[config.mk]
export PLATFORM = sky130hd
export DESIGN_NAME = timestamp_sync_trigger_scheduler
export DESIGN_NICKNAME = d
export VERILOG_FILES = /design/src/sv/tsts_pkg.sv /design/src/sv/tsts_window.sv /design/src/sv/tsts_search.sv /design/src/sv/timestamp_sync_trigger_scheduler.sv
export VERILOG_INCLUDE_DIRS = /design/src /design/src/sv
export SDC_FILE = /design/constraint.sdc
export NUM_CORES = 2
export LEC_CHECK = 0
export BUFFER_PORTS_ARGS = -buffer_cell sky130_fd_sc_hd__buf_2
export CAP_MARGIN = 20
export CORE_MARGIN = 2
export CORE_UTILIZATION = 45
export CTS_CLUSTER_SIZE = 12
export DETAILED_ROUTE_END_ITERATION = 12
export PLACE_DENSITY_LB_ADDON = 0.15
export SYNTH_ARGS = -nofsm -noshare
export SYNTH_HDL_FRONTEND = slang
export SYNTH_SLANG_ARGS = --single-unit
export TNS_END_PERCENT = 10
[constraint.sdc]
create_clock -name clk_i -period 10.7 [get_ports clk_i]
set_clock_uncertainty 0.15 [all_clocks]
set_input_delay 2.14 -clock clk_i [delete_from_list [all_inputs] [get_ports clk_i]]
set_output_delay 2.14 -clock clk_i [all_outputs]
set_load 0.01 [all_outputs]
[src/sv/timestamp_sync_trigger_scheduler_assert.svh]
// Assertion macros for the trigger scheduler.
`ifndef TIMESTAMP_SYNC_TRIGGER_SCHEDULER_ASSERT_SVH
`define TIMESTAMP_SYNC_TRIGGER_SCHEDULER_ASSERT_SVH

// Implication checked on every clock edge outside reset.
`define TSTS_ASSERT_IMP(label, clk, rst_n, ante, cons) \
  label: assert property (@(posedge clk) disable iff (!rst_n) (ante) |-> (cons)) \
    else $error("assertion failed");

// Implication whose consequence is checked in the cycle after the antecedent.
`define TSTS_ASSERT_NEXT(label, clk, rst_n, ante, cons) \
  label: assert property (@(posedge clk) disable iff (!rst_n) (ante) |=> (cons)) \
    else $error("assertion failed");

`endif

[src/sv/tsts_pkg.sv]
package tsts_pkg;

  localparam int unsigned WindowDepth = 10;
  localparam int unsigned WinIdxW     = $clog2(WindowDepth);
  localparam int unsigned FillW       = $clog2(WindowDepth + 1);
  localparam logic [31:0] MaxPeriods  = 32'd65535;
  localparam int unsigned IdW         = 29;
  localparam logic [IdW-1:0] SyncIdReset   = 29'd83820783;
  localparam logic [IdW-1:0] GlobalIdReset = 29'd83821039;

  localparam logic CfgSyncId   = 1'b0;
  localparam logic CfgGlobalId = 1'b1;

  // Request to the search engine and its status back.
  typedef struct packed {
    logic start;
    logic strict_mode;
  } srch_req_t;

  typedef struct packed {
    logic busy;
    logic done;
  } srch_sts_t;

endpackage

[src/sv/tsts_window.sv]
`include "timestamp_sync_trigger_scheduler_assert.svh"

module tsts_window
  import tsts_pkg::*;
(
  input  logic                 clk_i,
  input  logic                 rst_ni,
  input  logic                 wr_en_i,
  input  logic                 shift_i,
  input  logic [WinIdxW-1:0]   wr_idx_i,
  input  logic [31:0]          wr_data_i,
  input  logic [WinIdxW-1:0]   rd_idx_i,
  output logic [31:0]          rd_data_o
);

  logic [31:0] win_q [WindowDepth];

  always_ff @(posedge clk_i) begin
    if (wr_en_i) begin
      if (shift_i) begin
        for (int k = 0; k < WindowDepth - 1; k++) begin
          win_q[k] <= win_q[k+1];
        end
        win_q[WindowDepth-1] <= wr_data_i;
      end else begin
        win_q[wr_idx_i] <= wr_data_i;
      end
    end
  end

  assign rd_data_o = win_q[rd_idx_i];

  `TSTS_ASSERT_NEXT(a_shift_last, clk_i, rst_ni, wr_en_i && shift_i,
    win_q[WindowDepth-1] == $past(wr_data_i))
  `TSTS_ASSERT_IMP(a_idx_range, clk_i, rst_ni, wr_en_i && !shift_i,
    wr_idx_i < WinIdxW'(WindowDepth))
  `TSTS_ASSERT_IMP(a_rd_range, clk_i, rst_ni, 1'b1,
    rd_idx_i < WinIdxW'(WindowDepth))

endmodule

[src/sv/tsts_search.sv]
`include "timestamp_sync_trigger_scheduler_assert.svh"

module tsts_search
  import tsts_pkg::*;
(
  input  logic                 clk_i,
  input  logic                 rst_ni,
  input  srch_req_t            req_i,
  input  logic [31:0]          now_i,
  output logic [WinIdxW-1:0]   rd_idx_o,
  input  logic [31:0]          sync_rd_i,
  input  logic [31:0]          arr_rd_i,
  input  logic [31:0]          glob_rd_i,
  output srch_sts_t            sts_o,
  output logic [31:0]          lag_o,
  output logic [31:0]          cycle_o,
  output logic [31:0]          sched_o,
  output logic                 capped_o
);

  localparam logic [1:0] StIdle = 2'd0;
  localparam logic [1:0] StScan = 2'd1;
  localparam logic [1:0] StStep = 2'd2;

  logic [1:0]         state_q, state_d;
  logic [WinIdxW-1:0] idx_q, idx_d;
  logic [31:0]        prev_a_q, prev_a_d, prev_g_q, prev_g_d;
  logic [31:0]        lag_q, lag_d, cyc_q, cyc_d;
  logic [31:0]        cand_q, cand_d, n_q, n_d;
  logic               capped_q, capped_d, strict_q, strict_d, done_d, done_q;
  logic [31:0]        a_diff, c_diff, next_cand, gap;
  logic               ok;

  assign rd_idx_o  = idx_q;
  assign a_diff    = sync_rd_i - prev_a_q;
  assign c_diff    = glob_rd_i - prev_g_q;
  assign next_cand = cand_q + cyc_q;
  assign gap       = next_cand - now_i;
  assign ok        = !gap[31] && !(strict_q && (gap == '0));

  always_comb begin
    state_d  = state_q;
    idx_d    = idx_q;
    prev_a_d = prev_a_q;
    prev_g_d = prev_g_q;
    lag_d    = lag_q;
    cyc_d    = cyc_q;
    cand_d   = cand_q;
    n_d      = n_q;
    capped_d = capped_q;
    strict_d = strict_q;
    done_d   = 1'b0;
    case (state_q)
      StIdle: begin
        if (req_i.start) begin
          state_d  = StScan;
          idx_d    = '0;
          strict_d = req_i.strict_mode;
        end
      end
      StScan: begin
        prev_a_d = arr_rd_i;
        prev_g_d = glob_rd_i;
        if (idx_q == WinIdxW'(1)) begin
          lag_d = a_diff;
          cyc_d = c_diff;
        end else if (idx_q != '0) begin
          if (a_diff < lag_q) lag_d = a_diff;
          if (c_diff < cyc_q) cyc_d = c_diff;
        end
        if (idx_q == WinIdxW'(WindowDepth - 1)) begin
          state_d = StStep;
        end else begin
          idx_d = idx_q + 1'b1;
        end
      end
      StStep: begin
        // index still on the last entry: glob_rd_i is the newest global stamp
        if (idx_q == WinIdxW'(WindowDepth - 1)) begin
          cand_d = glob_rd_i - lag_q;
          n_d    = 32'd1;
          idx_d  = '0;
        end else begin
          cand_d = next_cand;
          if (ok) begin
            capped_d = 1'b0;
            state_d  = StIdle;
            done_d   = 1'b1;
          end else if (cyc_q == '0 || n_q == MaxPeriods) begin
            capped_d = 1'b1;
            state_d  = StIdle;
            done_d   = 1'b1;
          end else begin
            n_d = n_q + 1'b1;
          end
        end
      end
      default: state_d = StIdle;
    endcase
  end

  always_ff @(posedge clk_i or negedge rst_ni) begin
    if (!rst_ni) begin
      state_q  <= StIdle;
      idx_q    <= '0;
      lag_q    <= '0;
      cyc_q    <= '0;
      cand_q   <= '0;
      capped_q <= 1'b0;
      strict_q <= 1'b0;
      done_q   <= 1'b0;
      n_q      <= '0;
    end else begin
      state_q  <= state_d;
      idx_q    <= idx_d;
      lag_q    <= lag_d;
      cyc_q    <= cyc_d;
      cand_q   <= cand_d;
      capped_q <= capped_d;
      strict_q <= strict_d;
      done_q   <= done_d;
      n_q      <= n_d;
    end
  end

  always_ff @(posedge clk_i) begin
    prev_a_q <= prev_a_d;
    prev_g_q <= prev_g_d;
  end

  assign sts_o.busy = (state_q != StIdle);
  assign sts_o.done = done_q;
  assign lag_o      = lag_q;
  assign cycle_o    = cyc_q;
  assign sched_o    = cand_q;
  assign capped_o   = capped_q;

  `TSTS_ASSERT_NEXT(a_done_idle, clk_i, rst_ni, done_d, state_q == StIdle)
  `TSTS_ASSERT_IMP(a_n_cap, clk_i, rst_ni, state_q == StStep, n_q <= MaxPeriods)
  `TSTS_ASSERT_IMP(a_start_idle, clk_i, rst_ni, req_i.start, state_q == StIdle)

endmodule

[src/sv/timestamp_sync_trigger_scheduler.sv]
// Trigger scheduler locked to frame timestamps.
// Input channel (in_valid_i/in_ready_o): one transaction per time tick or
// received frame. Output channel (out_valid_o/out_ready_i): one result per
// input transaction, held in an output register until taken.
// Config port: cfg_we_i, cfg_idx_i (0 = sync ID, 1 = global ID), cfg_data_i.
// Each transaction passes StUpd, then StSrch (frames) or StChk, before StOut.
// A search scans the windows, then steps the period grid one candidate per
// cycle, up to 65535 steps; a fire adds a strict search.
// At most one fire per transaction.
// The shared search unit sets the rate; one item is in flight at a time.
// in_ready_o is low while an item is in work or its result is unread.
// Reset clears fill counts, schedule, lag, cycle, counters and the IDs to
// their defaults; windows hold no reset value and are read only once full.
// A stalled receiver holds the result; no new item is taken until it is.
module timestamp_sync_trigger_scheduler
  import tsts_pkg::*;
(
  input  logic           clk_i,
  input  logic           rst_ni,
  input  logic           cfg_we_i,
  input  logic           cfg_idx_i,
  input  logic [28:0]    cfg_data_i,
  input  logic           in_valid_i,
  output logic           in_ready_o,
  input  logic           func_i,
  input  logic [31:0]    local_time_i,
  input  logic [28:0]    frame_id_i,
  input  logic [31:0]    frame_word_i,
  output logic           out_valid_o,
  input  logic           out_ready_i,
  output logic           trigger_fire_o,
  output logic [31:0]    next_trigger_time_o,
  output logic [31:0]    lag_value_o,
  output logic [31:0]    cycle_value_o,
  output logic           synced_o,
  output logic [31:0]    trigger_total_o,
  output logic           search_capped_o
);

  localparam logic [2:0] StIdle  = 3'd0;
  localparam logic [2:0] StUpd   = 3'd1;
  localparam logic [2:0] StSrch  = 3'd2;
  localparam logic [2:0] StChk   = 3'd3;
  localparam logic [2:0] StFire  = 3'd4;
  localparam logic [2:0] StOut   = 3'd5;

  logic [2:0]         state_q, state_d;
  logic [IdW-1:0]     sync_id_q, glob_id_q;
  logic [FillW-1:0]   sfill_q, gfill_q;
  logic               func_q, fire_q;
  logic [31:0]        now_q, word_q, total_q;
  logic [IdW-1:0]     id_q;
  logic               synced, is_sync, is_glob;
  logic               s_we, s_shift, g_we, g_shift;
  logic [WinIdxW-1:0] rd_idx;
  logic [31:0]        sync_rd, arr_rd, glob_rd;
  srch_req_t          req;
  srch_sts_t          sts;
  logic [31:0]        lag, cyc, sched;
  logic               capped, searched_q;

  assign synced  = (sfill_q == FillW'(WindowDepth)) && (gfill_q == FillW'(WindowDepth));
  assign is_sync = (id_q == sync_id_q);
  assign is_glob = (id_q == glob_id_q);

  always_comb begin
    s_we = 1'b0; s_shift = 1'b0; g_we = 1'b0; g_shift = 1'b0;
    if (state_q == StUpd && func_q) begin
      if (synced) begin
        s_we = is_sync; s_shift = 1'b1;
        g_we = !is_sync && is_glob; g_shift = 1'b1;
      end else begin
        s_we = is_sync && (sfill_q != FillW'(WindowDepth));
        g_we = is_glob && (gfill_q != FillW'(WindowDepth));
      end
    end
  end

  tsts_window u_sync (
    .clk_i, .rst_ni, .wr_en_i(s_we), .shift_i(s_shift),
    .wr_idx_i(sfill_q[WinIdxW-1:0]), .wr_data_i(word_q),
    .rd_idx_i(rd_idx), .rd_data_o(sync_rd)
  );
  tsts_window u_arr (
    .clk_i, .rst_ni, .wr_en_i(s_we), .shift_i(s_shift),
    .wr_idx_i(sfill_q[WinIdxW-1:0]), .wr_data_i(now_q),
    .rd_idx_i(rd_idx), .rd_data_o(arr_rd)
  );
  tsts_window u_glob (
    .clk_i, .rst_ni, .wr_en_i(g_we), .shift_i(g_shift),
    .wr_idx_i(gfill_q[WinIdxW-1:0]), .wr_data_i(word_q),
    .rd_idx_i(rd_idx), .rd_data_o(glob_rd)
  );

  tsts_search u_search (
    .clk_i, .rst_ni, .req_i(req), .now_i(now_q), .rd_idx_o(rd_idx),
    .sync_rd_i(sync_rd), .arr_rd_i(arr_rd), .glob_rd_i(glob_rd),
    .sts_o(sts), .lag_o(lag), .cycle_o(cyc),
    .sched_o(sched), .capped_o(capped)
  );

  logic [31:0] since;
  assign since = now_q - sched;

  always_comb begin
    state_d = state_q;
    req     = '0;
    case (state_q)
      StIdle: if (in_valid_i) state_d = StUpd;
      StUpd: begin
        if (func_q) begin
          // synced after this write?
          state_d = StSrch;
        end else begin
          state_d = StChk;
        end
      end
      StSrch: begin
        if (synced) begin
          req.start = 1'b1;
          state_d   = StFire;
        end else begin
          state_d = StOut;
        end
      end
      StFire: if (sts.done) state_d = StChk;
      StChk: begin
        if (synced && searched_q && !fire_q && !since[31]) begin
          req.start       = 1'b1;
          req.strict_mode = 1'b1;
          state_d         = StFire;
        end else begin
          state_d = StOut;
        end
      end
      StOut: if (out_ready_i) state_d = StIdle;
      default: state_d = StIdle;
    endcase
  end

  logic fire_now;
  assign fire_now = (state_q == StChk) && synced && searched_q && !fire_q && !since[31];

  always_ff @(posedge clk_i or negedge rst_ni) begin
    if (!rst_ni) begin
      state_q    <= StIdle;
      sync_id_q  <= SyncIdReset;
      glob_id_q  <= GlobalIdReset;
      sfill_q    <= '0;
      gfill_q    <= '0;
      total_q    <= '0;
      fire_q     <= 1'b0;
      searched_q <= 1'b0;
    end else begin
      state_q <= state_d;
      if (cfg_we_i) begin
        if (cfg_idx_i == CfgSyncId) sync_id_q <= cfg_data_i;
        else if (cfg_idx_i == CfgGlobalId) glob_id_q <= cfg_data_i;
      end
      if (s_we && !s_shift) sfill_q <= sfill_q + 1'b1;
      if (g_we && !g_shift) gfill_q <= gfill_q + 1'b1;
      if (state_q == StIdle && in_valid_i) fire_q <= 1'b0;
      if (fire_now) begin
        fire_q  <= 1'b1;
        total_q <= total_q + 1'b1;
      end
      if (req.start) searched_q <= 1'b1;
    end
  end

  always_ff @(posedge clk_i) begin
    if (state_q == StIdle && in_valid_i) begin
      func_q <= func_i;
      now_q  <= local_time_i;
      id_q   <= frame_id_i;
      word_q <= frame_word_i;
    end
  end

  // StFire waits for the search to finish, then StChk may fire.
  // A transaction fires at most once; a capped strict point may still be <= now.

  assign in_ready_o          = (state_q == StIdle);
  assign out_valid_o         = (state_q == StOut);
  assign trigger_fire_o      = fire_q;
  assign next_trigger_time_o = synced ? sched : '0;
  assign lag_value_o         = synced ? lag : '0;
  assign cycle_value_o       = synced ? cyc : '0;
  assign synced_o            = synced;
  assign trigger_total_o     = total_q;
  assign search_capped_o     = synced ? capped : 1'b0;

  `TSTS_ASSERT_IMP(a_ready_out, clk_i, rst_ni, out_valid_o, !in_ready_o)
  `TSTS_ASSERT_NEXT(a_fire_cnt, clk_i, rst_ni, fire_now, total_q == $past(total_q) + 32'd1)
  `TSTS_ASSERT_IMP(a_fill_max, clk_i, rst_ni, 1'b1,
    sfill_q <= FillW'(WindowDepth) && gfill_q <= FillW'(WindowDepth))

endmodule

==> metrics.cfg <==
[cts]
cts_tree = done
cts_buffer_depth = 3
root_buffer = clkbuf_16
clk_latency_ns = 0.86
cts_resized = 0
cts.sinks = 1934
holdBufCountCts = 0
htree_num_levels = 4
cts_buffers = 210
clk_pin_slew_ns = 0.06
cts_setup_buffers = 0

[routing]
wl_met3_microns = 24040
drt_iter0_drc = 7289
top_layer_used = met5
wl_per_cell_microns = 31.81
ant_nets = 0
drt-vias-per-instance = 6.203
met2RoutedLength_microns = 133600
wl_met1_microns = 130700
drc = 0
firstDrtPassIters = 6
routed_wl_microns = 296800
vias = 57890

[global_routing]
grt_pass1_wl_microns = 421500
grt_pass1_vias = 56910
grt_max_degree = 94
antenna_found_initial = 31
grt_usage = 0.2731
grt_overflow_total = 0

[placed_design]
hpwl_microns = 189800
place.gp.congestion = 0.9680
numPortBuffers = 261

[yosys]
avgSynthCellArea_sq_um = 15.63
ys_ff_latch = 1934
synth-edff-count = 1694
synth_cells = 6049
yosys.area.top_type_share = 0.5379
synth.area.top_cells = edfxtp_1 54%, mux4_2 11%, mux2_2 11%, dfrtp_1 5.5%, ha_1 3.4%
ys_seq_area_frac = 0.6018
synth_cell_types = 84
synth.cell_area_sq_um = 94570
synth_warnings = 0
synth_area_leader_cell = edfxtp_1
synth_flop_cell = edfxtp_1
syn_nets = 6439
synthArstFlopShare = 0.1241

[worst_setup_path]
reg2reg_slack_ns = 2.25
regToRegEndpoint = u_search.n_q[22]
slowest_stage = o21ai_0
worst_path_most_repeated_cell = o21ai_0
cp.arrival_ns = 9.03
r2r-start = u_search.sched_o[0]
max_stage_delay_ns = 0.67
worst_r2r_path_depth = 26
end_kind = flop
crit_family = compound AO/OA/AOI/OAI gates
path_buf_inv = 1
worstPathRequired_ns = 11.28
cp-start-kind = flop
critical_path_class = reg2reg
path_max_fanout = 26

[die]
die_width_microns = 462.4
initial_core_util = 0.4522
core_area_sq_um = 209200
dieArea_sq_um = 213800
die_h_microns = 462.4
row_count = 168
boundaryPins = 262

[hold_path]
hold_end = trigger_total_o[31]
hp-start = trigger_total_o[31]
worstHoldPathCells = 1
hp-class = reg2reg

[sta]
fin_crit_sh = 0.7901
tns_ns = 0
fmax_mhz = 118.3
drv_slew = 0
setup_viol = 0
hold_ws_ns = 0.3189
finalHoldViolations = 0
rsz0062_at_grt = no
period_needed_ns = 8.454
max_slew.worst_pin.slew_ns = 1.215
slew_headroom = 0.1902

[flow_run]
cap_violations = 0

[layout]
nets = 6736
drive_gt1_frac = 0.3359
n_fill_cell = 17440
syn2layout_area_growth_pct = 12.72

[power]
vdd_drop_max_uv = 161.5
power.total_mw = 16.42
power_density_nw_per_um2 = 154.0
power.leakage_nw = 37.08

[outcome]
outcome = completed

[cells in the mapped netlist, drive strengths merged (7+ instances only)]
master     n
a211oi    34
a21boi    11
a21o     109
a21oi    189
a22oi      9
a31oi     22
and2      16
and3      31
buf       83
clkbuf   247
dfrtp    207
dfstp     33
edfxtp  1694
ha       256
inv      242
mux2     894
mux2i     13
mux4     480
nand2    278
nand2b    49
nand3     77
nand4     44
nor2     154
nor2b     27
nor3     153
nor3b     13
nor4      43
o211ai    20
o21a      28
o21ai    209
o21bai    16
o31ai     12
or2        9
or3       15
or4        7
xnor2    105
xor2     114
[area by class of cell]
| class | count | area, sq um | share of cell area |
|---|---|---|---|
| Multi-Input combinational cell | 3543 | 35920 | 0.3369 |
| Timing Repair Buffer | 415 | 2720 | 0.02552 |
| Antenna cell | 10 | 25.02 | 0.0002347 |
| Tap cell | 2805 | 3510 | 0.03292 |
| Inverter | 242 | 917.1 | 0.008603 |
| Clock buffer | 261 | 5488 | 0.05148 |
| Clock inverter | 122 | 1097 | 0.01029 |
| Sequential cell | 1934 | 56930 | 0.5340 |
[cell usage in the layout, fill, tap and decap left out, types with 186 or more instances in the layout]
cell / n
dfrtp_1: 204
nand2_1: 263
mux2_2: 894
mux4_2: 480
clkbuf_16: 211
buf_2: 260
ha_1: 256
a21oi_1: 186
inv_1: 240
o21ai_0: 199
edfxtp_1: 1694
[where the power goes]
group	switching, mW	internal [mW]	total (mW)
logic	0.552	0.226	0.778
clock network	3.11	3.99	7.09
registers	0.166	8.38	8.54
total	3.82	12.6	16.4
[metal layers]
metal / GRT usage / vias up
li1: - / 24420
met1: 0.4064 / 30500
met2: 0.4166 / 2550
met3: 0.04451 / 401
met4: 0.07278 / 14
met5: 0 / -
[state kept, by name, indices dropped and copies added (netlist names), 2 cells and up]
name / count
u_arr.win_q: 512
u_glob.win_q: 512
u_sync.win_q: 512
now_q: 32
trigger_total_o: 32
u_search.cycle_o: 32
u_search.lag_o: 32
u_search.n_q: 32
u_search.prev_a_q: 32
u_search.prev_g_q: 32
u_search.sched_o: 32
word_q: 32
glob_id_q: 29
id_q: 29
sync_id_q: 29
gfill_q: 4
sfill_q: 4
u_search.rd_idx_o: 4
state_q: 3
u_search.state_q: 2
[logic make-up after synthesis]
kind of cell | synth area share
AO/OA/AOI/OAI | 0.05025
XOR/XNOR | 0.02028
adder cells (fa/ha/maj) | 0.03493
buffers and inverters | 0.02284
flip-flops | 0.6018
multiplexers | 0.2221
AND/OR/NAND/NOR | 0.04775
[metrics by stage]
stage,area (sq um),worst slack (ns),instances,utilization
floorplan,94570,2.738,6049,-
detailed placement,99800,2.294,8930,0.4771
CTS,106400,2.211,9313,0.5086
global placement,99700,2.376,8926,0.4767
finish,106600,2.246,9332,0.5097
global route,106600,1.644,9325,0.5096
[worst max-delay path by stage]
| stage | start | to | slack, ns | cells past startpoint |
|---|---|---|---|---|
| final | u_search.sched_o[0] | u_search.n_q[22] | 2.25 | 26 |
| after global routing | u_search.rd_idx_o[0] | u_search.lag_o[3] | 1.64 | 28 |
| after CTS | u_search.rd_idx_o[0] | u_search.cycle_o[14] | 2.21 | 25 |
| after detailed placement | u_search.rd_idx_o[0] | u_search.cycle_o[14] | 2.29 | 25 |
| after global placement | u_search.rd_idx_o[0] | u_search.lag_o[10] | 2.38 | 28 |
| after floorplan | u_search.rd_idx_o[0] | u_search.cycle_o[10] | 2.74 | 26 |
Power figures use the tool's default switching activity.
